**src/rtl/tkr_pkg.sv**
```systemverilog
// shared types and codes for the top-k count ranker
package tkr_pkg;

  localparam int unsigned CountW = 31;
  localparam int unsigned IdW    = 16;
  localparam int unsigned DateW  = 32;
  localparam int unsigned RankW  = 8;
  localparam int unsigned HeldW  = 9;
  localparam int unsigned LimitW = 9;
  localparam logic [LimitW-1:0] LimitReset = 9'd100;

  typedef enum logic [1:0] {
    FUNC_OFFER = 2'd0,
    FUNC_READ  = 2'd1,
    FUNC_CLEAR = 2'd2,
    FUNC_NOP   = 2'd3
  } func_e;

  typedef struct packed {
    logic [CountW-1:0] count;
    logic [IdW-1:0]    id;
    logic [DateW-1:0]  date;
  } entry_t;

  typedef struct packed {
    logic             offer;
    logic             clear;
    entry_t           item;
    logic [RankW-1:0] rank;
  } cell_ctrl_t;

  typedef struct packed {
    logic              accepted;
    logic [RankW-1:0]  position;
    logic [HeldW-1:0]  entries_held;
    logic              read_valid;
    logic [CountW-1:0] read_count;
    logic [IdW-1:0]    read_id;
    logic [DateW-1:0]  read_date;
  } result_t;

endpackage

```
**src/rtl/tkr_cell.sv**
```systemverilog
// one rank slot: compare against offered word and shift or insert
module tkr_cell #(
  parameter int unsigned Index = 0
) (
  input  logic                clk_i,
  input  logic                rst_ni,
  input  tkr_pkg::cell_ctrl_t ctrl_i,
  input  tkr_pkg::entry_t     prev_entry_i,
  input  logic                prev_smaller_i,
  output logic                smaller_o,
  output tkr_pkg::entry_t     entry_o,
  output tkr_pkg::entry_t     read_o
);
  import tkr_pkg::*;

  logic [CountW-1:0] count_q;
  logic [IdW-1:0]    id_q;
  logic [DateW-1:0]  date_q;
  entry_t            load;
  logic              take;

  // empty slots hold count zero, so they always rank below any offer with a nonzero count
  assign smaller_o = count_q < ctrl_i.item.count;
  assign take      = ctrl_i.offer && smaller_o;
  assign load      = prev_smaller_i ? prev_entry_i : ctrl_i.item;

  always_ff @(posedge clk_i or negedge rst_ni) begin
    if (!rst_ni) begin
      count_q <= '0;
    end else if (ctrl_i.clear) begin
      count_q <= '0;
    end else if (take) begin
      count_q <= load.count;
    end
  end

  always_ff @(posedge clk_i) begin
    if (take) begin
      id_q   <= load.id;
      date_q <= load.date;
    end
  end

  assign entry_o = '{count: count_q, id: id_q, date: date_q};
  assign read_o  = (32'(ctrl_i.rank) == Index) ? entry_o : '0;

endmodule
```
**config.mk**
```make
export PLATFORM = sky130hd
export DESIGN_NAME = tkr_cell
export DESIGN_NICKNAME = d
export VERILOG_FILES = /design/src/rtl/tkr_pkg.sv /design/src/rtl/tkr_cell.sv
export SDC_FILE = /design/constraint.sdc
export NUM_CORES = 1
export LEC_CHECK = 0
export BUFFER_PORTS_ARGS = -buffer_cell sky130_fd_sc_hd__clkbuf_2
export CORE_AREA = 2 2 127 129
export DETAILED_ROUTE_END_ITERATION = 8
export DIE_AREA = 0 0 129 131
export HOLD_SLACK_MARGIN = 0.1
export PLACE_DENSITY_LB_ADDON = 0.2
export SYNTH_ARGS = -nofsm -noshare
export SYNTH_HDL_FRONTEND = slang
export SYNTH_SLANG_ARGS = --single-unit
```
**constraint.sdc**
```tcl
create_clock -name clk_i -period 4.6 [get_ports clk_i]
set_clock_uncertainty 0.1 [all_clocks]
set_input_delay 0 -clock clk_i [delete_from_list [all_inputs] [get_ports clk_i]]
set_output_delay 0 -clock clk_i [all_outputs]
set_load 0.01 [all_outputs]
```
# Yosys cells after proc, flatten, opt, wreduce, memory -nomap -nowiden

Index checks and enable logic that the tools add are counted.

Flip-flop bits (word level): 79
Bits of input ports: 171
Output and inout port bits: 159

Mux-type cells: 4
Reductions and logical operators: 3
Magnitude comparators: 1

Operators with widths:

| kind                        | count |
|---|---|
| two-way mux 79 bit          | 2 |
| two-way mux 31 bit          | 2 |
| less-than comparator 31 bit | 1 |
| logical NOT 8 bit           | 1 |
| nonzero test 2 bit          | 1 |
| logical AND 1 bit           | 1 |

# Depth between registers and ports, before layout

Gate-level depths: netlist of run 1.

Word-level depth: 4
Gate-level depth with buffers: 9
Depth with buffers taken out: 8

# Worst setup path before layout of run 1

No wires, ideal clock.

Kind: reg2reg
From: reg count_q[25]
To: reg date_q[0], enable pin
Data arrival time: 2742 ps
Path slack: 1355 ps
Setup time: 402 ps
Data required time: 4098 ps
Path buffers: 1
Stages on the path, launching flop included: 9
Cells stage by stage: dfrtp_1 > ha_1 > a21oi_1 > nand2_1 > a221oi_2 > o211ai_1 > a211o_4 > buf_6 > inv_1

Word-level cells in the longest chain between the ends: 2

Ends and longest elaborated chain:

| element                     | RTL line       | text |
|---|---|---|
| start, declared             | tkr_cell.sv:16 | `logic [CountW-1:0] count_q;` |
| start signal, assigned      | tkr_cell.sv:33 | `count_q <= load.count;` |
| less-than comparator 31 bit | tkr_cell.sv:23 | `assign smaller_o = count_q < ctrl_i.item.count;` |
| logical AND 1 bit           | tkr_cell.sv:24 | `assign take = ctrl_i.offer && smaller_o;` |
| via take                    | tkr_cell.sv:20 | `logic take;` |
| end signal, assigned        | tkr_cell.sv:40 | `date_q <= load.date;` |
| end, declared               | tkr_cell.sv:18 | `logic [DateW-1:0] date_q;` |

The timed path passes the listed nets, and every way through them passes these cells.
A chain may end at the register's enable or synchronous reset.

# Worst setup path in the final report of run 1

From: reg count_q[25]
To: reg date_q[26], enable pin

Same word-level chain as after synthesis.

==> flow_metrics.py, run 1 <==
metrics = {
    "floorplan": {
        "die_x_microns": 129,
        "start_util_pct": 33.7,
        "die_y_microns": 131,
        "core_area_sq_mm": 0.0156,
        "io_pins": 330,
        "die-area_sq_mm": 0.0169,
        "rows": 46,
    },
    "worst_hold_path": {
        "hp-class": "primary input to async pin",
    },
    "sta": {
        "fmax_mhz": 299,
        "rsz0062_at_grt": "false",
        "setup_viol": 0,
        "setup_tns_ps": 0,
        "fin_crit_ps": 3350,
        "slew_headroom_pct": 15.8,
        "hold_viol": 0,
        "period_share_pct": 72.8,
        "tightestPinTransition_ps": 1260,
        "slew_violations": 0,
    },
    "critical_path": {
        "r2r-start": "count_q[25]",
        "crit_fanout": 48,
        "reg2regPathDepth": 7,
        "rrSetupSlack_ps": 1250,
        "cp_data_required_time_ps": 4460,
        "end_kind": "register",
        "critPathLaunchType": "register",
        "timing.rr.end": "date_q[26]",
        "cp-startpoint": "count_q[25]",
        "criticalPathCategory": "register to register",
        "arrival_ps": 3210,
    },
    "layout": {
        "mostFrequentLayoutCell": "clkbuf_2",
        "area_growth_pct": 70.4,
        "final_cell_mix": "clkbuf_2, dlygate4sd3_1, and2_1",
        "fin_nets": 1148,
        "fin_cells": 1169,
        "fin_area_sq_mm": 0.00897,
        "drive_above_1_share_pct": 45.3,
        "fill_cells": 1377,
    },
    "drt": {
        "wl_met1_microns": 6830,
        "vias": 5368,
        "drt-pass1-iter-count": 4,
        "dr_wl_met3_microns": 1160,
        "wl_microns": 18200,
        "drt_iter0_drc": 123,
        "routed.top_layer": "met4",
        "drc_errors": 0,
        "ant_nets": 0,
        "avgRoutedWirePerCell_microns": 15.6,
        "drt-vias-per-instance": 4.59,
        "dr_wl_met2_microns": 9500,
    },
    "status": {
        "status": "finished, final reports clean",
    },
    "synthesis": {
        "postSynthCellCount": 473,
        "yosysUniqueCellTypes": 30,
        "ys_seq_area_share_pct": 42.1,
        "syn-num-nets": 674,
        "yosys_warnings": 0,
        "syn_area_sq_mm": 0.00526,
        "synth_ff_type": "edfxtp_1",
        "synth-edff-count": 48,
        "postSynthAreaPerCell_sq_um": 11.1,
        "async_flop_share_pct": 39.2,
        "ys_seq_elements": 79,
    },
    "clocking": {
        "numClockSinks": 79,
        "cts_setup_buffers": 0,
        "ctsHoldBuffers": 159,
        "clockBufferDepth": 2,
        "cts_resized": 0,
        "cts.htree.levels": 3,
        "cts_tree": "built",
        "cts-root-buf": "clkbuf_16",
        "cts-buffers-inserted": 9,
        "clock_latency_ps": 340,
        "cts.clk_slew.worst_paths_ps": 60,
    },
    "placed_design": {
        "dpl_cell_area_sq_mm": 0.00707,
        "portBuffers": 329,
        "place_congestion": 0.833,
        "placed_cells": 993,
        "hpwlAfterDp_microns": 12800,
    },
    "global_routing": {
        "grt_max_degree": 63,
        "grt_usage_pct": 20.6,
        "grt_first_pass_wirelength_microns": 26700,
        "gr-total-overflow": 0,
        "antenna_found_initial": 0,
        "grt_pass1_vias": 5419,
    },
    "flow_run": {
        "maxCapViolations": 0,
    },
    "power": {
        "cellLeakagePower_nw": 4.62,
        "power.density_mw_per_mm2": 243,
        "ir_drop_mv": 0.200,
    },
}
## through the flow
step	util, %	power (W)	setup slack [ps]	hold WS, ps
2_1_floorplan	-	0.00114	1360	-396
3_3_place_gp	45.4	0.00133	1300	51.2
3_5_place_dp	45.4	0.00134	1250	67.1
4_1_cts	57.5	0.00220	1230	230
5_1_grt	57.5	0.00229	1060	278
6_report	57.5	0.00218	1250	204
## power by group
part	switching, W	total [W]	internal [W]
registers	0.0000442	0.000876	0.000832
clock network	0.000305	0.000726	0.000421
logic	0.000248	0.000579	0.000331
total	0.000597	0.00218	0.00158
## how the worst max path moves through the flow
stage | endpoint | slack (ps) | cells after the start
after floorplan | date_q[0] | 1360 | 8
after global placement | date_q[27] | 1300 | 7
after detailed placement | date_q[27] | 1250 | 7
after CTS | date_q[25] | 1230 | 7
after global routing | date_q[7] | 1060 | 7
final | date_q[26] | 1250 | 7
## state kept, by name, summed over array words and instances (netlist names)
signal	flops
date_q	32
count_q	31
id_q	16
## cell families (layout without fill, tap and decap cells)
kind of cell               Yosys count  in the layout  synth area share (%)
AOI/OAI and AO/OA                   27             27                  3.26
adders and majority gates           30             30                  7.13
buffers and inverters               59            538                  4.71
DFF                                 79             79                  42.1
muxes                              110            110                  24.9
other                                0              1                     0
and+or+nand+nor                    168            168                  17.9
## cell usage after synthesis (3+ instances only)
library cell	count	area, sq um
clkbuf_1	19	71.3
dfrtp_1	31	776
mux2_4	29	435
edfxtp_1	48	1440
ha_1	30	375
nand4_1	5	31.3
mux2i_1	31	310
o21ai_0	5	25.0
mux2_2	50	563
nor2_1	33	124
buf_6	3	33.8
nand2_1	11	41.3
and2_1	79	494
inv_1	32	120
nor2b_1	32	200
a21oi_1	17	85.1
## critical path, cell delays in order (launching register included)
cell	delay, ps
dfrtp_1	410
ha_1	330
a21oi_1	160
nand2_1	80
a221oi_2	300
o211ai_1	150
a211o_4	540
inv_2	840
## final cells by class
type | instances | area [sq um] | share of cell area (%)
sequential | 79 | 2220 | 24.7
timing repair buffer | 490 | 3260 | 36.3
multi-input combinational | 335 | 2800 | 31.3
tap | 216 | 270 | 3.01
clock inverter | 7 | 73.8 | 0.823
antenna | 1 | 2.50 | 0.0279
clock buffer | 9 | 225 | 2.51
inverter | 32 | 120 | 1.34
## layer usage
metal / global-route usage (%) / vias to the layer above
met2: 37.8 / 221
met4: 11.3 / 0
li1: - / 2565
met3: 4.48 / 40
met5: 0 / -
met1: 22.1 / 2542
(Power assumes the default switching activity.)
==> run 2, diff against run 1 <==
- clock period: 4.6 -> 3 ns (I/O delays scaled with it)
==> run 2 against run 1 <==
Sequential power is 54% higher. Register-to-register slack worse by 950 ps. Final cell count is 0.26% higher.
==> flow_metrics.py, run 2 (synthesis results as in run 1) <==
metrics = {
    "layout": {
        "antenna_cells": 0,
        "fin_area_sq_mm": 0.00906,
        "final_cell_mix": "clkbuf_2, dlygate4sd3_1, and2_1",
        "multi_input_comb_area_sq_mm": 0.00280,
        "mostFrequentLayoutCell": "clkbuf_2",
        "largest_register_ffs": 32,
        "top_regs": "date_q: 32 flops, count_q: 31 flops, id_q: 16 flops",
        "area_growth_pct": 72.2,
        "fill_cells": 1345,
        "ff_latch_area_sq_mm": 0.00222,
        "drive_above_1_share_pct": 45.4,
        "largest-register": "date_q",
        "fin_nets": 1152,
    },
    "critical_path": {
        "critPathLaunchType": "register",
        "criticalPathCategory": "register to register",
        "arrival_ps": 2820,
        "path_cells": "ha_1, nand2_1, o21ai_0, a21oi_1, o41ai_2, a211o_4, buf_12, mux2_2",
        "cp_data_required_time_ps": 3120,
        "crit_fanout": 15,
        "end_kind": "register",
        "crit_slowest_cell": "o41ai_2",
        "cpPeakStageDelay_ps": 500,
    },
    "drt": {
        "drc_errors": 0,
        "drt_iter0_drc": 202,
        "vias": 5345,
        "drt-pass1-iter-count": 4,
        "ant_nets": 0,
        "avgRoutedWirePerCell_microns": 15.5,
        "wl_microns": 18200,
        "drt-vias-per-instance": 4.56,
    },
    "clocking": {
        "cts_setup_buffers": 0,
        "cts.clk_slew.worst_paths_ps": 60,
        "cts_tree": "built",
        "cts.htree.levels": 3,
        "numClockSinks": 79,
        "clockBufferDepth": 2,
        "cts-buffers-inserted": 9,
        "clock_latency_ps": 340,
        "cts-root-buf": "clkbuf_16",
        "cts_resized": 0,
    },
    "sta": {
        "hold_viol": 0,
        "fin_crit_ps": 2700,
        "fmax_mhz": 370,
        "slew_headroom_pct": 20.1,
        "slew_violations": 0,
        "setup_viol": 0,
        "period_share_pct": 90.0,
        "tightestPinTransition_ps": 1200,
        "setup_tns_ps": 0,
        "rsz0062_at_grt": "false",
    },
    "floorplan": {
        "die-area_sq_mm": 0.0169,
        "die_x_microns": 129,
        "rows": 46,
        "io_pins": 330,
        "die_y_microns": 131,
        "core_area_sq_mm": 0.0156,
        "start_util_pct": 33.7,
    },
    "global_routing": {
        "grt_pass1_vias": 5418,
        "grt_first_pass_wirelength_microns": 26500,
        "grt_usage_pct": 20.5,
        "grt_max_degree": 63,
        "gr-total-overflow": 0,
        "antenna_found_initial": 0,
    },
    "power": {
        "ir_drop_mv": 0.232,
        "cellLeakagePower_nw": 4.65,
        "power.density_mw_per_mm2": 377,
        "report.power.total_w": 0.00342,
    },
    "placed_design": {
        "place_congestion": 0.784,
        "hpwlAfterDp_microns": 13000,
        "dpl_cell_area_sq_mm": 0.00716,
        "portBuffers": 329,
    },
    "worst_hold_path": {
        "hp-class": "primary input to async pin",
    },
    "status": {
        "status": "finished, final reports clean",
    },
    "flow_run": {
        "maxCapViolations": 0,
    },
}
run 2: metrics by stage:
step,hold WS [ps],setup WS [ps],instances,utilization [%]
after CTS,180,272,1172,58.1
after floorplan,-396,71.0,473,-
after global routing,203,177,1172,58.1
after detailed placement,41.0,283,997,45.9
final,182,299,1172,58.1
after global placement,39.0,358,997,45.9
run 2: worst paths after layout:
| kind | start | to | slack, ps | depth (start not counted) |
|---|---|---|---|---|
| max in group asynchronous | rst_ni | count_q[25] | 2100 | 2 |
| min in group clk_i | ctrl_i[88] | count_q[27] | 190 | 4 |
| setup reg to reg | count_q[6] | count_q[0] | 300 | 8 |
| setup / recovery | count_q[6] | count_q[0] | 300 | 8 |
| hold reg to reg | count_q[3] | count_q[3] | 590 | 2 |
| hold / removal | rst_ni | count_q[3] | 180 | 2 |
run 2: metal layers:
metal	global-route usage [%]	part of all wire [%]	vias to the layer above	wire length, microns
met5	0	0	-	0
met4	9.53	3.0	0	548
met3	4.23	5.9	34	1080
met2	38.8	53	213	9610
met1	21.8	38	2522	6930
li1	-	-	2576	-
run 2: critical path, delay by kind of cell (launching register included):
family,cells,cell delay (ps)
and+or+nand+nor,1,80
buffers and inverters,1,220
AOI/OAI and AO/OA,4,1110
muxes,1,340
adders and majority gates,1,320
DFF,1,400
run 2: cell type report:
type | instances | share of cell area [%]
clock inverter | 6 | 0.939
sequential | 79 | 24.5
multi-input combinational | 335 | 30.9
timing repair buffer | 494 | 36.8
tap | 216 | 2.98
clock buffer | 10 | 2.53
inverter | 32 | 1.37
run 2: what timing repair did:
item / 4_1_cts / 5_1_grt
hold endpoints to repair: 110 / 0
hold buffers: 159 / 0
endpoints found under the setup margin: 0 / 0
run 2: power by group:
part	internal [W]	switching, W
logic	0.000522	0.000383
registers	0.00127	0.0000726
clock network	0.000726	0.000437
total	0.00252	0.000893
